[src/rtl/nntt_pkg.sv]
`default_nettype none
// ----------------------------------------------------------------------------
// nntt_pkg
// Shared constants, codes and types for the track table.
// ----------------------------------------------------------------------------
package nntt_pkg;
    localparam int TRACK_SLOTS_DEF = 16;
    localparam int COORD_BITS_DEF  = 12;
    localparam int ID_BITS         = 16;
    localparam int TIME_BITS       = 32;
    localparam int GATE_BITS       = 12;
    localparam int TMO_BITS        = 20;

    localparam logic [1:0] ST_MATCH   = 2'd0;
    localparam logic [1:0] ST_NEW     = 2'd1;
    localparam logic [1:0] ST_DROP    = 2'd2;
    localparam logic [1:0] ST_CLOSED  = 2'd3;

    localparam logic CFG_GATE = 1'b0;
    localparam logic CFG_TMO  = 1'b1;

    typedef enum logic [2:0] {
        S_IDLE,
        S_SCAN,
        S_LAST,
        S_WRITE,
        S_OUT
    } state_t;
endpackage
`default_nettype wire

[src/rtl/nntt_ram.sv]
`default_nettype none
// ----------------------------------------------------------------------------
// nntt_ram
// Generic single-port synchronous RAM with registered read data.
// ----------------------------------------------------------------------------
module nntt_ram #(
    parameter int WIDTH = 8,
    parameter int DEPTH = 16
) (
    input  wire                      clk,
    input  wire                      we,
    input  wire  [$clog2(DEPTH)-1:0] addr,
    input  wire  [WIDTH-1:0]         wdata,
    output logic [WIDTH-1:0]         rdata
);
    logic [WIDTH-1:0] mem [DEPTH];

    always_ff @(posedge clk)
    begin
        if (we)
        begin
            mem[addr] <= wdata;
        end
        rdata <= mem[addr];
    end
endmodule
`default_nettype wire

[src/rtl/nearest_neighbor_track_table_top.sv]
`default_nettype none
// ----------------------------------------------------------------------------
// nearest_neighbor_track_table_top
// A transaction is scanned against the track memory one slot read per cycle,
// followed by the last read and then the write-back before the result is
// valid. Frame ends scan the same way. One transaction at a time: no new
// input is accepted until the result has been taken. Reset clears valid,
// fresh, next ID and the registers to their defaults; the memory needs no
// clearing.
// ----------------------------------------------------------------------------
module nearest_neighbor_track_table_top #(
    parameter int TRACK_SLOTS = nntt_pkg::TRACK_SLOTS_DEF,
    parameter int COORD_BITS  = nntt_pkg::COORD_BITS_DEF
) (
    input  wire                         clk,
    input  wire                         rst_n,
    input  wire                         cfg_valid,
    output logic                        cfg_ready,
    input  wire                         cfg_index,
    input  wire  [31:0]                 cfg_data,
    input  wire                         in_valid,
    output logic                        in_ready,
    input  wire                         func,
    input  wire  [COORD_BITS-1:0]       x_pos,
    input  wire  [COORD_BITS-1:0]       y_pos,
    input  wire  [31:0]                 now_ms,
    output logic                        out_valid,
    input  wire                         out_ready,
    output logic [1:0]                  status,
    output logic [15:0]                 track_id,
    output logic [$clog2(TRACK_SLOTS+1)-1:0] removed_count,
    output logic [$clog2(TRACK_SLOTS+1)-1:0] active_count
);
    localparam int AW = $clog2(TRACK_SLOTS);
    localparam int CW = $clog2(TRACK_SLOTS + 1);
    localparam int DW = 2 * COORD_BITS + 1;
    localparam int QW = (DW > 2 * nntt_pkg::GATE_BITS) ? DW : 2 * nntt_pkg::GATE_BITS;
    localparam int MW = nntt_pkg::ID_BITS + 2 * COORD_BITS + nntt_pkg::TIME_BITS;

    nntt_pkg::state_t state_reg, state_next;

    logic [nntt_pkg::GATE_BITS-1:0] gate_reg;
    logic [nntt_pkg::TMO_BITS-1:0]  tmo_reg;
    logic [TRACK_SLOTS-1:0] valid_reg, fresh_reg;
    logic [15:0] nid_reg;
    logic [COORD_BITS-1:0] x_reg, y_reg;
    logic [31:0] now_reg;
    logic [AW:0] cnt_reg;
    logic [AW-1:0] rd_slot_reg;
    logic rd_ok_reg;
    logic found_reg;
    logic [AW-1:0] best_reg;
    logic [QW-1:0] bd2_reg;
    logic [15:0] bage_reg, bid_reg;
    logic [QW-1:0] gate2_reg;
    logic [1:0] st_reg;
    logic [15:0] id_reg;
    logic [CW-1:0] rem_reg;

    logic ram_we;
    logic [AW-1:0] ram_addr;
    logic [MW-1:0] ram_wdata, ram_rdata;

    nntt_ram #(.WIDTH(MW), .DEPTH(TRACK_SLOTS)) u_ram (
        .clk(clk), .we(ram_we), .addr(ram_addr), .wdata(ram_wdata), .rdata(ram_rdata)
    );

    logic [15:0] r_id;
    logic [COORD_BITS-1:0] r_x, r_y;
    logic [31:0] r_time;
    assign {r_id, r_x, r_y, r_time} = ram_rdata;

    logic [COORD_BITS-1:0] dx, dy;
    logic [QW-1:0] d2;
    logic [15:0] age;
    logic take;
    assign dx = (x_reg > r_x) ? x_reg - r_x : r_x - x_reg;
    assign dy = (y_reg > r_y) ? y_reg - r_y : r_y - y_reg;
    assign d2 = QW'({COORD_BITS'(0), dx} * {COORD_BITS'(0), dx})
              + QW'({COORD_BITS'(0), dy} * {COORD_BITS'(0), dy});
    assign age = nid_reg - r_id;
    assign take = rd_ok_reg && valid_reg[rd_slot_reg] && !fresh_reg[rd_slot_reg]
               && (d2 < gate2_reg)
               && (!found_reg || d2 < bd2_reg || (d2 == bd2_reg && age < bage_reg));

    logic free_found;
    logic [AW-1:0] free_slot;
    always_comb
    begin
        free_found = 1'b0;
        free_slot  = '0;
        for (int k = TRACK_SLOTS - 1; k >= 0; k--)
        begin
            if (!valid_reg[k])
            begin
                free_found = 1'b1;
                free_slot  = AW'(k);
            end
        end
    end

    // Sweep uses stored times, so the frame end also scans the memory.
    logic sweep_hit;
    assign sweep_hit = rd_ok_reg && valid_reg[rd_slot_reg]
                    && ((now_reg - r_time) > {12'd0, tmo_reg});

    logic [15:0] nid_inc;
    assign nid_inc = (nid_reg + 16'd1 == 16'd0) ? 16'd1 : nid_reg + 16'd1;

    logic func_reg;
    logic [CW-1:0] pop;
    always_comb
    begin
        pop = '0;
        for (int k = 0; k < TRACK_SLOTS; k++)
        begin
            pop = pop + CW'(valid_reg[k]);
        end
    end

    assign in_ready  = (state_reg == nntt_pkg::S_IDLE);
    assign cfg_ready = (state_reg == nntt_pkg::S_IDLE);

    always_comb
    begin
        state_next = state_reg;
        case (state_reg)
            nntt_pkg::S_IDLE:  if (in_valid) state_next = nntt_pkg::S_SCAN;
            nntt_pkg::S_SCAN:  if (cnt_reg == (AW+1)'(TRACK_SLOTS - 1))
                                   state_next = nntt_pkg::S_LAST;
            nntt_pkg::S_LAST:  state_next = nntt_pkg::S_WRITE;
            nntt_pkg::S_WRITE: state_next = nntt_pkg::S_OUT;
            nntt_pkg::S_OUT:   if (out_ready) state_next = nntt_pkg::S_IDLE;
            default:           state_next = nntt_pkg::S_IDLE;
        endcase
    end

    always_comb
    begin
        ram_we    = 1'b0;
        ram_addr  = cnt_reg[AW-1:0];
        ram_wdata = {bid_reg, x_reg, y_reg, now_reg};
        if (state_reg == nntt_pkg::S_WRITE && !func_reg)
        begin
            if (found_reg)
            begin
                ram_we   = 1'b1;
                ram_addr = best_reg;
            end
            else if (free_found)
            begin
                ram_we    = 1'b1;
                ram_addr  = free_slot;
                ram_wdata = {nid_inc, x_reg, y_reg, now_reg};
            end
        end
    end

    assign out_valid     = (state_reg == nntt_pkg::S_OUT);
    assign status        = st_reg;
    assign track_id      = id_reg;
    assign removed_count = rem_reg;
    assign active_count  = pop;

    always_ff @(posedge clk)
    begin
        if (state_reg == nntt_pkg::S_IDLE && in_valid)
        begin
            func_reg <= func;
            x_reg    <= x_pos;
            y_reg    <= y_pos;
            now_reg  <= now_ms;
            gate2_reg <= QW'({nntt_pkg::GATE_BITS'(0), gate_reg}
                           * {nntt_pkg::GATE_BITS'(0), gate_reg});
        end
        if (take && !func_reg)
        begin
            best_reg <= rd_slot_reg;
            bd2_reg  <= d2;
            bage_reg <= age;
            bid_reg  <= r_id;
        end
    end

    always_ff @(posedge clk or negedge rst_n)
    begin
        if (!rst_n)
        begin
            state_reg <= nntt_pkg::S_IDLE;
            gate_reg  <= nntt_pkg::GATE_BITS'(40);
            tmo_reg   <= nntt_pkg::TMO_BITS'(2000);
            valid_reg <= '0;
            fresh_reg <= '0;
            nid_reg   <= '0;
            cnt_reg   <= '0;
            rd_slot_reg <= '0;
            rd_ok_reg <= 1'b0;
            found_reg <= 1'b0;
            st_reg    <= '0;
            id_reg    <= '0;
            rem_reg   <= '0;
        end
        else
        begin
            state_reg <= state_next;
            if (cfg_valid && cfg_ready)
            begin
                if (cfg_index == nntt_pkg::CFG_GATE)
                    gate_reg <= cfg_data[nntt_pkg::GATE_BITS-1:0];
                else
                    tmo_reg <= cfg_data[nntt_pkg::TMO_BITS-1:0];
            end
            rd_ok_reg   <= (state_reg == nntt_pkg::S_SCAN);
            rd_slot_reg <= cnt_reg[AW-1:0];
            case (state_reg)
                nntt_pkg::S_IDLE:
                begin
                    cnt_reg   <= '0;
                    found_reg <= 1'b0;
                    rem_reg   <= '0;
                end
                nntt_pkg::S_SCAN:
                begin
                    cnt_reg <= cnt_reg + (AW+1)'(1);
                end
                default:
                begin
                end
            endcase
            if (func_reg && sweep_hit)
            begin
                valid_reg[rd_slot_reg] <= 1'b0;
                rem_reg <= rem_reg + CW'(1);
            end
            if (!func_reg && take)
            begin
                found_reg <= 1'b1;
            end
            if (state_reg == nntt_pkg::S_WRITE)
            begin
                if (func_reg)
                begin
                    st_reg    <= nntt_pkg::ST_CLOSED;
                    id_reg    <= '0;
                    fresh_reg <= '0;
                end
                else if (found_reg)
                begin
                    st_reg <= nntt_pkg::ST_MATCH;
                    id_reg <= bid_reg;
                end
                else if (free_found)
                begin
                    st_reg <= nntt_pkg::ST_NEW;
                    id_reg <= nid_inc;
                    nid_reg <= nid_inc;
                    valid_reg[free_slot] <= 1'b1;
                    fresh_reg[free_slot] <= 1'b1;
                end
                else
                begin
                    st_reg <= nntt_pkg::ST_DROP;
                    id_reg <= '0;
                end
            end
        end
    end
endmodule
`default_nettype wire

[config.mk]
export PLATFORM = sky130hd
export DESIGN_NAME = nearest_neighbor_track_table_top
export DESIGN_NICKNAME = d
export VERILOG_FILES = /design/src/rtl/nntt_pkg.sv /design/src/rtl/nntt_ram.sv /design/src/rtl/nearest_neighbor_track_table_top.sv
export SDC_FILE = /design/constraint.sdc
export NUM_CORES = 2
export LEC_CHECK = 0
export BUFFER_PORTS_ARGS = -buffer_cell sky130_fd_sc_hd__buf_2
export CAP_MARGIN = 5
export CORE_UTILIZATION = 50
export DETAILED_ROUTE_END_ITERATION = 8
export GPL_TIMING_DRIVEN = 0
export PLACE_DENSITY = 0.66
export SKIP_LAST_GASP = 1
export SLEW_MARGIN = 20
export SYNTH_ARGS = -nofsm -noshare
export SYNTH_HDL_FRONTEND = slang
export SYNTH_HIERARCHICAL = 1
export SYNTH_SLANG_ARGS = --single-unit
[constraint.sdc]
create_clock -name clk -period 25.3 [get_ports clk]
set_clock_uncertainty 0.15 [all_clocks]
set_input_delay 2.53 -clock clk [delete_from_list [all_inputs] [get_ports clk]]
set_output_delay 2.53 -clock clk [all_outputs]
set_load 0.02 [all_outputs]
# Word level (Yosys, flattened, before mapping)
# Memories as Yosys holds them, arrays and structs flattened. A register that Yosys moved wholly into a read port is not among the register bits.
# Index checks and enable logic that the tools add are counted.
op_classes:
  add_sub_neg: 25
  mul: 3
  div_mod_pow: 0
  order_cmp: 10
  n_eq_ne: 10
  shift: 0
  muxes: 77
  n_bitwise: 7
  reduce_logical: 29
op_table:
  columns: ["cell", "count"]
  rows:
  - ["72-bit two-way mux", 3]
  - ["16-bit two-way mux", 12]
  - ["4-bit two-way mux", 19]
  - ["12-bit by 12-bit multiplier with 24-bit output", 3]
  - ["5-bit by 1-bit adder with 5-bit output", 11]
  - ["12-bit subtractor", 4]
  - ["32-bit by 20-bit > comparator with 1-bit output", 1]
  - ["16-bit bitwise OR", 2]
  - ["32-bit subtractor", 1]
  - ["1-bit two-way mux", 27]
  - ["24-bit by 24-bit adder with 25-bit output", 1]
  - ["25-bit equality test", 1]
  - ["25-bit by 24-bit < comparator with 1-bit output", 1]
  - ["25-bit < comparator", 1]
  - ["12-bit > comparator", 2]
  - ["12-bit two-way mux", 2]
  - ["16-bit by 1-bit adder with 16-bit output (second input constant)", 1]
  - ["16-bit bitwise AND", 1]
  - ["16-bit logical NOT", 1]
  - ["16-bit < comparator", 1]
  - ["16-bit inverter", 1]
  - ["16-bit subtractor", 1]
  - ["3-bit one-hot mux with 5 select lines", 1]
  - ["1-bit logical AND", 13]
  - ["27 further kinds", 50]
totals:
  register_bits: 259
  latchBits: 0
  ramBits: 1152
  romBits: 0
  inputBits: 95
  out_inout_bits: 31
  mem_count: 1
mem_list:
  columns: ["memory", "words", "width", "read_ports", "rd_ports_with_merged_regs", "write_ports", "line_no", "rtl"]
  rows:
  - ["u_ram.mem", 16, 72, 1, 1, 1, "nntt_ram.sv:16", "logic [WIDTH-1:0] mem [DEPTH];"]

# Depth between registers and ports, before layout
depth:
  depth_word: 25
  depth_mapped: 51
  ltp_nobuf: 49

# Hierarchy
# Netlist, hierarchy kept.
by_module_without_submodules:
  columns: ["module", "instances", "cells_per_inst", "area_per_inst_um2"]
  rows:
  - ["nntt_ram", 1, 1852, 44532.7]
  - ["nearest_neighbor_track_table_top", 1, 3000, 28821.4]

# Least setup slack after synthesis
# No wires, ideal clock.
synth_path:
  path_type: "reg-to-reg"
  start: "register y_reg[0]"
  end: "register bage_reg[0] (enable)"
  setup_time_ns: 0.480
  arrival_ns: 13.211
  required_time_ns: 24.670
  slack_ns: 11.459
  stages_incl_launch_ff: 47
  synth_period_minus_slack_ns: 13.841
  cell_sequence: "edfxtp_1 -> inv_1 -> ha_1 -> inv_1 -> fa_1 -> a21o_1 -> a21o_1 -> a2111oi_4 -> nor4_4 -> nor2_4 -> buf_4 -> mux2i_1 -> o221ai_1 -> a21oi_1 -> xor2_2 -> inv_2 -> nand2_1 -> inv_1 -> [11 not listed] -> ha_1 -> a21oi_1 -> o22ai_1 -> a211oi_1 -> a21oi_1 -> a311o_1 -> o31a_1 -> a211o_1 -> a21oi_1 -> xnor2_1 -> ha_1 -> nand4_1 -> nor2_1 -> o21ai_0 -> nor4_1 -> o21ai_0 -> a311o_1 -> nor2_1"
synth_between:
  elab_chain_cells: 9
synth_rtl:
  columns: ["element", "line_no", "rtl"]
  rows:
  - ["from (decl)", "nearest_neighbor_track_table_top.sv:46", "logic [COORD_BITS-1:0] x_reg, y_reg;"]
  - ["from (signal assigned)", "nearest_neighbor_track_table_top.sv:171", "y_reg <= y_pos;"]
  - ["12-bit subtractor or 12-bit > comparator (tied branches)", "nearest_neighbor_track_table_top.sv:78", "assign dy = (y_reg > r_y) ? y_reg - r_y : r_y - y_reg;"]
  - ["12-bit two-way mux *", "nearest_neighbor_track_table_top.sv:78", null]
  - ["12-bit by 12-bit multiplier with 24-bit output *", "nearest_neighbor_track_table_top.sv:80", "+ QW'({COORD_BITS'(0), dy} * {COORD_BITS'(0), dy});"]
  - ["24-bit by 24-bit adder with 25-bit output *", "nearest_neighbor_track_table_top.sv:80", null]
  - ["named net d2[24]", "nearest_neighbor_track_table_top.sv:74", "logic [QW-1:0] d2;"]
  - ["25-bit < comparator or 25-bit equality test (tied branches)", "nearest_neighbor_track_table_top.sv:84", "&& (!found_reg || d2 < bd2_reg || (d2 == bd2_reg && age < bage_reg));"]
  - ["1-bit logical OR or 1-bit logical AND (tied branches)", "nearest_neighbor_track_table_top.sv:84", null]
  - ["1-bit logical OR", "nearest_neighbor_track_table_top.sv:84", null]
  - ["1-bit logical AND *", "nearest_neighbor_track_table_top.sv:84", null]
  - ["1-bit logical AND *", "nearest_neighbor_track_table_top.sv:176", "if (take && !func_reg)"]
  - ["to (signal assigned)", "nearest_neighbor_track_table_top.sv:180", "bage_reg <= age;"]
  - ["to (decl)", "nearest_neighbor_track_table_top.sv:54", "logic [15:0] bage_reg, bid_reg;"]
# The timed path passes the listed nets; every way through them passes the cells marked *.
# A chain may end at the register's enable or synchronous reset.

# Worst setup path in the final report
layout_path:
  start: "register y_reg[0]"
  end: "register bd2_reg[0] (enable)"
layout_between:
  elab_chain_cells: 9
layout_rtl:
  columns: ["element", "line_no", "rtl"]
  rows:
  - ["12-bit subtractor or 12-bit > comparator (tied branches)", "nearest_neighbor_track_table_top.sv:78", null]
  - ["12-bit two-way mux *", "nearest_neighbor_track_table_top.sv:78", null]
  - ["12-bit by 12-bit multiplier with 24-bit output *", "nearest_neighbor_track_table_top.sv:80", null]
  - ["24-bit by 24-bit adder with 25-bit output *", "nearest_neighbor_track_table_top.sv:80", null]
  - ["named net d2[24]", "nearest_neighbor_track_table_top.sv:74", null]
  - ["25-bit < comparator or 25-bit equality test (tied branches)", "nearest_neighbor_track_table_top.sv:84", null]
  - ["1-bit logical OR or 1-bit logical AND (tied branches)", "nearest_neighbor_track_table_top.sv:84", null]
  - ["1-bit logical OR", "nearest_neighbor_track_table_top.sv:84", null]
  - ["1-bit logical AND *", "nearest_neighbor_track_table_top.sv:84", null]
  - ["1-bit logical AND *", "nearest_neighbor_track_table_top.sv:176", null]
  - ["to (signal assigned)", "nearest_neighbor_track_table_top.sv:179", "bd2_reg <= d2;"]
  - ["to (decl)", "nearest_neighbor_track_table_top.sv:53", "logic [QW-1:0] bd2_reg;"]
# Marked as above.

==> results.env <==
UNREPAIRED_SETUP_ENDPOINTS_AFTER_GLOBAL_ROUTING='no'
POST_CTS.RESIZED_INSTANCES=0
SYN-NUM-NETS=5588
IOS=126
CRITPATHKIND='flop to flop'
CLOCK_TREE.ROOT_CELL='sky130_fd_sc_hd__clkbuf_16'
TRACK_USAGE_PCT=22.96
FINAL_LAYOUT_SIZE_SUFFIX_GT1_SHARE_PCT=17.11
CLOCK_PATH_BUFFERS=3
PROPORTION_OF_SYNTHESIZED_FLIP_FLOPS_HAVING_ASYNCHRONOUS_SET_OR_RESET_PCT=7.895
AREA_GROWTH_SYN_TO_LAYOUT_PCT=13.35
VIA_COUNT=41530
MOST_FREQUENT_STANDARD_CELL_IN_THE_LAYOUT_EXCLUDING_FILL_AND_TAP_CELLS='sky130_fd_sc_hd__edfxtp_1'
CLK_LATENCY_NS=0.81
CORE_REGION_AREA_UM2=145600
MAX-SLEW-MARGIN-REL_PCT=25.07
WL_PER_CELL_UM=22.89
DIE_Y_UM=385.0
WORST_PATH_MOST_REPEATED_CELL='sky130_fd_sc_hd__fa_1'
POSTSYNTHAREAPERCELL_UM2=15.12
POSTCTSHOLDBUFS=0
CTS_MADE_BUFFERS=152
GRT_MAX_DEGREE=60
INITIAL_UTILIZATION_PCT=50.39
WIDTH_OF_THE_DIE_UM=385.0
FIN_NETS=5953
STATUS='finished, final reports clean'
MIN-DELAY-PATH-CLASS='flop to flop'
POSTCTSSETUPBUFFERS=0
DRT_FIRST_ITER_VIOLATIONS=3094
YS_TYPES=102
HOLD_VIOLATIONS=0
FINAL_SETUP_VIOLATION_COUNT=0
PORT_BUFFERS=113
MAX_SLEW.WORST_PIN.SLEW_NS=1.124
CTS_TREE='yes'
FINAL_CRITICAL_PATH_SHARE_OF_THE_CLOCK_PERIOD_PCT=56.33
STARTPOINT_TYPE='flop'
ANTENNA_FOUND_INITIAL=3
SYN-INSTANCE-COUNT=4852
GRT-OVFL-TOTAL=0
SYNTH-SEQ-AREA-SHARE_PCT=58.90
SYN-CELL-AREA_UM2=73350
ROUTE.ANTENNA.REMAINING_NETS=0
FP.DIEAREA_UM2=148200
WORSTPATHARRIVAL_NS=14.59
SETUP-TNS-FINAL_NS=0
HTREEDEPTH=4
FP-ROW-COUNT=140
ROUTABILITYCONGESTION=0.8696
POST-ROUTE-DRC-COUNT=0
SLEW_VIOLATIONS=0
PLACE_INST=6980
FIRST_PASS_GRT_WIRE_LENGTH_UM=254500
CLOCK_TRANSITION_AT_THE_REGISTERS_OF_THE_REPORTED_PATHS_NS=0.06
YOSYSWARNINGS=6
PATH_MAX_FANOUT=25
DETAILEDPLACEMENTHPWL_UM=118500
DRT_FIRST_PASS_ITERS=6
FINALNONFILLERCELLS=7266
FINAL.MIN_CLOCK_PERIOD_NS=14.25
MAXIMUM_CLOCK_RATE_MHz=70.17
ENDPOINT_KIND='flop'
N_FILL_CELL=11300
LARGEST_REG_FLOPS=1152
FIRST_GLOBAL_VIAS=42880
ROUTED_WIRELENGTH_UM=166300
MOST-COMMON-LAYOUT-CELLS='1,293 x sky130_fd_sc_hd__edfxtp_1, 622 x sky130_fd_sc_hd__inv_1, 346 x sky130_fd_sc_hd__ha_1'
MOST_COMMON_FLOP_CELL_MAPPED_BY_YOSYS='sky130_fd_sc_hd__edfxtp_1'
YS_FF_LATCH=1482
CAP_VIOLATIONS=0
SYNTH_ENABLE_FLOP_CELLS=1293
POST_DRT_VIA_CELL_RATIO=5.716
WORST_PATH_MAX_DELAY_CELL='sky130_fd_sc_hd__edfxtp_1'
CTS.SINKS=1482
CP_DATA_REQUIRED_TIME_NS=25.64
FIN_HOLD_WS_NS=0.2862
DELAY_CONTRIBUTED_BY_THE_SLOWEST_STAGE_OF_THE_CRITICAL_PATH_NS=0.69
==> logic make-up (layout without fill, tap and decap cells) <==
group	after synthesis	count (layout)	synth area share, %
other cells	0	1	0
mux	359	359	10.05
fa+ha+maj	641	641	13.95
xor+xnor	120	120	1.474
buf+inv	798	1294	4.392
flops	1482	1482	58.90
simple gates	816	816	5.400
compound gates	636	636	5.834
==> through the flow <==
stage / setup slack [ns] / util, % / instance area, um^2
finish: 11.05 / 57.12 / 83150
detailed placement: 11.01 / 53.60 / 78030
global placement: 7.865 / 52.43 / 76320
CTS: 10.90 / 57.12 / 83140
floorplan: 11.46 / - / 73350
global route: 10.17 / 57.12 / 83140
==> routing by layer <==
metal | GRT usage [%] | share of wire, % | up-vias
met5 | 0 | 0 | -
met4 | 6.717 | 2.6 | 0
met3 | 4.155 | 6.6 | 226
met2 | 38.42 | 49 | 1319
met1 | 30.70 | 42 | 21450
li1 | - | - | 18540
==> worst max-delay path, delay by kind of cell, from the launching register on <==
family,cells,cell delay [ns]
simple gates,7,1.76
buf+inv,9,1.14
fa+ha+maj,11,4.69
mux,1,0.20
xor+xnor,3,1.02
compound gates,16,4.22
flops,1,0.69
==> layout make-up <==
| class | instances | area [um^2] | share of cell area [%] |
|---|---|---|---|
| flip-flops and latches | 1482 | 43210 | 51.96 |
| multi-input cells | 2572 | 27050 | 32.53 |
| clock buffers | 192 | 4035 | 4.853 |
| well taps | 1917 | 2399 | 2.885 |
| inverters | 629 | 2369 | 2.849 |
| repair buffers | 211 | 2151 | 2.587 |
| clock inverters | 93 | 1080 | 1.299 |
| plain buffers | 169 | 853.3 | 1.026 |
| diodes | 1 | 2.502 | 0.003010 |
==> synthesized netlist by cell type (15+ instances only) <==
cell type                  count  area [um^2]
sky130_fd_sc_hd__a21o_1       61        457.9
sky130_fd_sc_hd__a21oi_1     145        725.7
sky130_fd_sc_hd__a22oi_1     155         1164
sky130_fd_sc_hd__and2_1       72        450.4
sky130_fd_sc_hd__and3_1       20        125.1
sky130_fd_sc_hd__buf_1        25        93.84
sky130_fd_sc_hd__buf_2        19        95.09
sky130_fd_sc_hd__buf_4        18        135.1
sky130_fd_sc_hd__buf_6        17        191.4
sky130_fd_sc_hd__clkbuf_1     90        337.8
sky130_fd_sc_hd__dfrtp_1     109         2728
sky130_fd_sc_hd__dfxtp_1      72         1441
sky130_fd_sc_hd__edfxtp_1   1293        38830
sky130_fd_sc_hd__fa_1        295         5906
sky130_fd_sc_hd__ha_1        346         4329
sky130_fd_sc_hd__inv_1       622         2335
sky130_fd_sc_hd__mux2_2       34        382.9
sky130_fd_sc_hd__mux2i_1      26        260.3
sky130_fd_sc_hd__mux4_2      298         6711
sky130_fd_sc_hd__nand2_1     249        934.7
sky130_fd_sc_hd__nand2b_1     26        162.7
sky130_fd_sc_hd__nand3_1      53        265.3
sky130_fd_sc_hd__nand4_1      33        206.5
sky130_fd_sc_hd__nor2_1      219        822.0
sky130_fd_sc_hd__nor2b_1      34        212.7
sky130_fd_sc_hd__nor3_1       36        180.2
sky130_fd_sc_hd__o21a_1       22        165.2
sky130_fd_sc_hd__o21ai_0      98        490.5
sky130_fd_sc_hd__o21bai_1     15        112.6
sky130_fd_sc_hd__or2_2        17        106.4
sky130_fd_sc_hd__xnor2_1      80        700.7
sky130_fd_sc_hd__xor2_1       36        315.3
==> worst paths after layout <==
path                                         start                      to  slack, ns  cells after the start
min reg2reg                u_ram/rdata[70]$_DFF_P_   bid_reg[14]$_DFFE_PP_       0.29                      0
max reg2reg                     y_reg[0]$_DFFE_PP_    bd2_reg[0]$_DFFE_PP_      11.05                     47
min                        u_ram/rdata[70]$_DFF_P_   bid_reg[14]$_DFFE_PP_       0.29                      0
max                             y_reg[0]$_DFFE_PP_    bd2_reg[0]$_DFFE_PP_      11.05                     47
min in group asynchronous                    rst_n  valid_reg[8]$_DFF_PN0_       1.51                      1
max in group asynchronous                    rst_n  tmo_reg[7]$_DFFE_PN1P_      22.75                      2
Power is not shown: default switching activity piles up to over one toggle a cycle in this logic, so the estimate is an artifact.
